`src/rma_pkg.sv`:
```
// rma_pkg: shared types and constants for the room allocator
// scan item and write command carried along the row of room cells
// no dependencies
package rma_pkg;

    localparam int MAX_ROOMS_DEFAULT = 16;
    localparam int ROOM_COUNT_RESET  = 16;
    localparam int IDX_W             = 6;
    localparam int CNT_W             = 7;
    localparam int CFG_W             = 5;
    localparam int TIME_W            = 32;
    localparam int END_W             = 48;
    localparam int USES_W            = 32;

    typedef logic [IDX_W-1:0]  room_idx_t;
    typedef logic [CNT_W-1:0]  room_cnt_t;
    typedef logic [END_W-1:0]  end_val_t;
    typedef logic [USES_W-1:0] uses_t;

    typedef struct packed {
        logic              valid;
        logic [TIME_W-1:0] start;
        logic              have_free;
        room_idx_t         free_idx;
        uses_t             free_uses;
        logic              have_min;
        end_val_t          min_end;
        room_idx_t         min_idx;
        uses_t             min_uses;
    } scan_pkt_t;

    typedef struct packed {
        logic      clear;
        logic      write;
        room_idx_t idx;
        end_val_t  end_val;
        uses_t     uses;
    } wr_cmd_t;

    typedef enum logic [1:0] {
        ST_IDLE,
        ST_SCAN,
        ST_UPDATE
    } state_t;

endpackage

```
`src/rma_cell.sv`:
```
// rma_cell: one room of the allocator chain
// holds end time, busy mark and use count; refines the passing scan item
// depends on rma_pkg
module rma_cell #(
    parameter int CELL_ID = 0
) (
    input  logic               clk,
    input  logic               rst_n,
    input  rma_pkg::room_cnt_t active_n,
    input  rma_pkg::wr_cmd_t   cmd,
    input  rma_pkg::scan_pkt_t pkt_in,
    output rma_pkg::scan_pkt_t pkt_out
);

    rma_pkg::end_val_t  end_reg;
    logic               busy_reg;
    rma_pkg::uses_t     uses_reg;
    rma_pkg::scan_pkt_t pkt_reg;
    rma_pkg::scan_pkt_t pkt_next;

    logic active;
    logic is_free;
    logic my_write;

    assign active   = rma_pkg::CNT_W'(CELL_ID) < active_n;
    assign is_free  = !busy_reg ||
                      (end_reg <= rma_pkg::END_W'(pkt_in.start));
    assign my_write = cmd.write && (cmd.idx == rma_pkg::IDX_W'(CELL_ID));

    always_comb
    begin
        pkt_next = pkt_in;
        if (active && !pkt_in.have_free && is_free)
        begin
            pkt_next.have_free = 1'b1;
            pkt_next.free_idx  = rma_pkg::IDX_W'(CELL_ID);
            pkt_next.free_uses = uses_reg;
        end
        if (active && (!pkt_in.have_min || (end_reg < pkt_in.min_end)))
        begin
            pkt_next.have_min = 1'b1;
            pkt_next.min_end  = end_reg;
            pkt_next.min_idx  = rma_pkg::IDX_W'(CELL_ID);
            pkt_next.min_uses = uses_reg;
        end
    end

    always_ff @(posedge clk or negedge rst_n)
    begin
        if (!rst_n)
        begin
            end_reg  <= '0;
            busy_reg <= 1'b0;
            uses_reg <= '0;
        end
        else if (cmd.clear)
        begin
            end_reg  <= '0;
            busy_reg <= 1'b0;
            uses_reg <= '0;
        end
        else if (my_write)
        begin
            end_reg  <= cmd.end_val;
            busy_reg <= 1'b1;
            uses_reg <= cmd.uses;
        end
    end

    always_ff @(posedge clk or negedge rst_n)
    begin
        if (!rst_n)
        begin
            pkt_reg <= '0;
        end
        else
        begin
            pkt_reg <= pkt_next;
        end
    end

    assign pkt_out = pkt_reg;

endmodule

```
`config.mk`:
```
export PLATFORM = sky130hd
export DESIGN_NAME = rma_cell
export DESIGN_NICKNAME = d
export VERILOG_FILES = /design/src/rma_pkg.sv /design/src/rma_cell.sv
export SDC_FILE = /design/constraint.sdc
export NUM_CORES = 1
export LEC_CHECK = 0
export ABC_AREA = 1
export ABC_CLOCK_PERIOD_IN_PS = 4850
export BUFFER_PORTS_ARGS = -buffer_cell sky130_fd_sc_hd__buf_2
export CAP_MARGIN = 10
export CORE_MARGIN = 2
export CORE_UTILIZATION = 35
export CTS_BUF_LIST = sky130_fd_sc_hd__clkbuf_8
export CTS_CLUSTER_SIZE = 30
export DETAILED_ROUTE_END_ITERATION = 10
export PLACE_DENSITY_LB_ADDON = 0.3
export SLEW_MARGIN = 25
export SYNTH_ARGS = -nofsm -noshare
export SYNTH_HDL_FRONTEND = slang
export SYNTH_SLANG_ARGS = --single-unit
```
`constraint.sdc`:
```
create_clock -name clk -period 4.85 [get_ports clk]
set_input_delay 0.7275 -clock clk [delete_from_list [all_inputs] [get_ports clk]]
set_output_delay 0.7275 -clock clk [all_outputs]
set_load 0.02 [all_outputs]
```
==> impl_metrics.toml <==
[critical_path]
critPathLaunchType = "register"
r2r-start = "end_reg[43]"
cp_max_fo = 53
endpoint_kind = "register"
r2r_end = "pkt_out[35]"
ff2ff_path_depth = 12
worstSetupPathType = "register to register"
cp.required_ns = 5.22
critPathArrivalTime_ns = 3.73
reg2reg_slack_ns = 1.50

[routing]
num_vias = 10200
ant_nets = 0
drt_iter0_markers = 586
first_pass_iters = 5
via_per_inst = 4.74
wl_per_cell_um = 17.4
drc = 0
routed_wirelength_mm = 37.5

[logic_synthesis]
synth.top_cell.area_share_pct = 52.5
yosys.area.top_type = "dfrtp_1"
synth-xor-area-share_pct = 0
yosys.cell_types.count = 27
syn_inst = 1270
yosysMostFrequentCell = "nand2_1"
synth_nets = 1605
synthTopCellsByArea = "dfrtp_1 (53%), nand2_1 (12%), nand3_1 (9.8%), ha_1 (8.6%), inv_1 (3.8%)"
ys_ff_latch = 240
synthMuxAreaShare_pct = 0
ys_seq_area_share_pct = 52.5
syn_avg_cell_area_um2 = 9.00
synth_edf_count = 0
synth_compound_area_share_pct = 3.84
netlist_area_mm2 = 0.0114
yosys.area_share.simple_pct = 27.7
yosys-top-cells-count = "nand2_1 (369), dfrtp_1 (240), nand3_1 (224)"
synth_top_family_by_area = "simple AND/OR/NAND/NOR gates"
ys_async_sr_fraction_pct = 100
ys.flop_type = "dfrtp_1"
synthAdderAreaFrac_pct = 8.64
synth-warning-count = 0

[pwr]
combPwrFrac_pct = 8.6
p_seq_share_pct = 45.3
ir_drop_v = 0.000185
switchingPower_uw = 1160
power.density_mw_per_mm2 = 306
clkPwrFrac_pct = 46.0
power_leakage_uw = 0.00887
p_int_uw = 3380
p_sw_share_pct = 25.5

[clock_network]
postCtsSetupBuffers = 0
cts_buffer_depth = 3
cts_htree_levels = 2
cts_made_buffers = 45
cts_hold_buffers = 0
cts_resized = 0
clk_pin_slew_ns = 0.06
cts.sinks = 240
clk_latency_ns = 0.58
cts_root_buffer = "clkbuf_8"
cts_tree = "yes"

[global_route]
grt_antenna_before_repair = 5
first_global_vias = 10100
grt_use_total_pct = 21.6
grt_pass1_wl_mm = 56.7
grt_max_degree = 122
overflow = 0

[die]
die_area_mm2 = 0.0341
core-area_mm2 = 0.0324
row_count = 66
start_util_pct = 35.3
ioPinCount = 415
die_y_um = 185
die_x_um = 185

[timing]
slew_violations = 0
setup_viol = 0
final.setup_skew_ns = 0.0217
slew_headroom_pct = 39.0
worst_pin_slew_ns = 0.915
post-route-min-period_ns = 3.35
timing.setup.tns_ns = 0
fmax_ghz = 0.298
finalWorstSetupSlack_ns = 1.50
rsz0062_at_grt = "false"
hold_viol = 0
period_share_pct = 69.2

[final_layout]
layout-drive-gt1-share_pct = 32.2
areaGrowthSynthToFinish_pct = 29.6
nNetsFinal = 2010
final_util_pct = 45.8
fillers = 3239
largest_reg_flops = 159

[place]
gp_congestion = 0.833
port-buffer-count = 414
dp_hpwl_mm = 25.9
preCtsSetupSlack_ns = 0.973

[run_status]
status = "finished clean"

[min_path]
min_path_type = "primary input to async pin"

[run]
cap_violations = 0
[cell usage in the layout (no fill, tap or decap), types with 2 or more instances in the layout]
| cell | instances |
|---|---|
| a21boi_0 | 12 |
| a21oi_1 | 34 |
| buf_12 | 2 |
| buf_2 | 413 |
| buf_4 | 9 |
| clkbuf_8 | 62 |
| clkinv_2 | 9 |
| dfrtp_1 | 240 |
| diode_2 | 3 |
| ha_1 | 79 |
| inv_1 | 125 |
| inv_2 | 3 |
| nand2_1 | 368 |
| nand2_4 | 3 |
| nand3_1 | 224 |
| nand3_2 | 41 |
| nand4_1 | 11 |
| nor2_1 | 26 |
| nor3_1 | 7 |
| o21a_1 | 4 |
| o21ai_0 | 24 |
| o21ai_1 | 2 |
[worst max-delay path, cell delays in order, from the launching register on]
cell      delay (ns)
dfrtp_1         0.43
ha_1            0.31
nand2_1         0.07
inv_1           0.06
nand3_1         0.07
nand3_1         0.07
a21oi_1         0.31
nand2_1         0.09
nor2_1          0.22
nand2_2         0.10
nand2_4         0.37
buf_4           0.77
a21boi_0        0.26
[cells by family (layout without fill, tap and decap cells)]
family          count (synthesis)  count (layout)
other cells                     0               3
buf+inv                       188             628
compound gates                 79              79
fa+ha+maj                      79              79
simple gates                  684             684
flops                         240             240
[power by group through the flow]
stage / logic, uW / registers [uW] / clock network [uW]
6_report: 391 / 2050 / 2090
3_3_place_gp: 386 / 2090 / 0
4_1_cts: 394 / 2050 / 2140
3_5_place_dp: 392 / 2090 / 0
5_1_grt: 436 / 2060 / 2240
2_1_floorplan: 104 / 2140 / 0
[per-layer routing]
layer	vias to the layer above	wire length, um	global-route usage (%)
met5	-	24	0
met2	334	17900	35.9
li1	4951	-	-
met1	4860	16400	28.3
met4	4	888	6.70
met3	74	2310	4.52
[stage by stage]
stage / total power (uW) / instances / hold WS (ns) / area (um2)
finish: 4530 / 2155 / 0.0256 / 14800
global route: 4730 / 2153 / 0.00120 / 14800
CTS: 4590 / 2151 / 0.215 / 14800
global placement: 2480 / 2069 / 0.482 / 13800
floorplan: 2250 / 1270 / 0.432 / 11400
detailed placement: 2480 / 2069 / 0.486 / 13800
[how the worst max path moves through the flow]
stage	endpoint	from	slack (ns)	cells past startpoint
finish	pkt_out[35]	end_reg[43]	1.50	12
global route	pkt_out[36]	end_reg[43]	1.23	10
CTS	pkt_out[35]	end_reg[43]	1.42	12
detailed placement	pkt_out[35]	pkt_in[83]	0.97	14
global placement	pkt_out[33]	pkt_in[83]	1.05	14
floorplan	pkt_out[46]	pkt_in[85]	2.61	17
[cell type report]
class                   instances  area, um2  share of cell area (%)
diodes                          3       7.51                  0.0507
clock buffers                  62        853                    5.76
clock inverters                20        116                   0.785
inverters                     120        453                    3.06
multi-input cells             842       4610                    31.1
flip-flops and latches        240       6010                    40.5
well taps                     442        553                    3.73
repair buffers                426       2220                    15.0
Note: power is estimated with default switching activity, not from simulation.
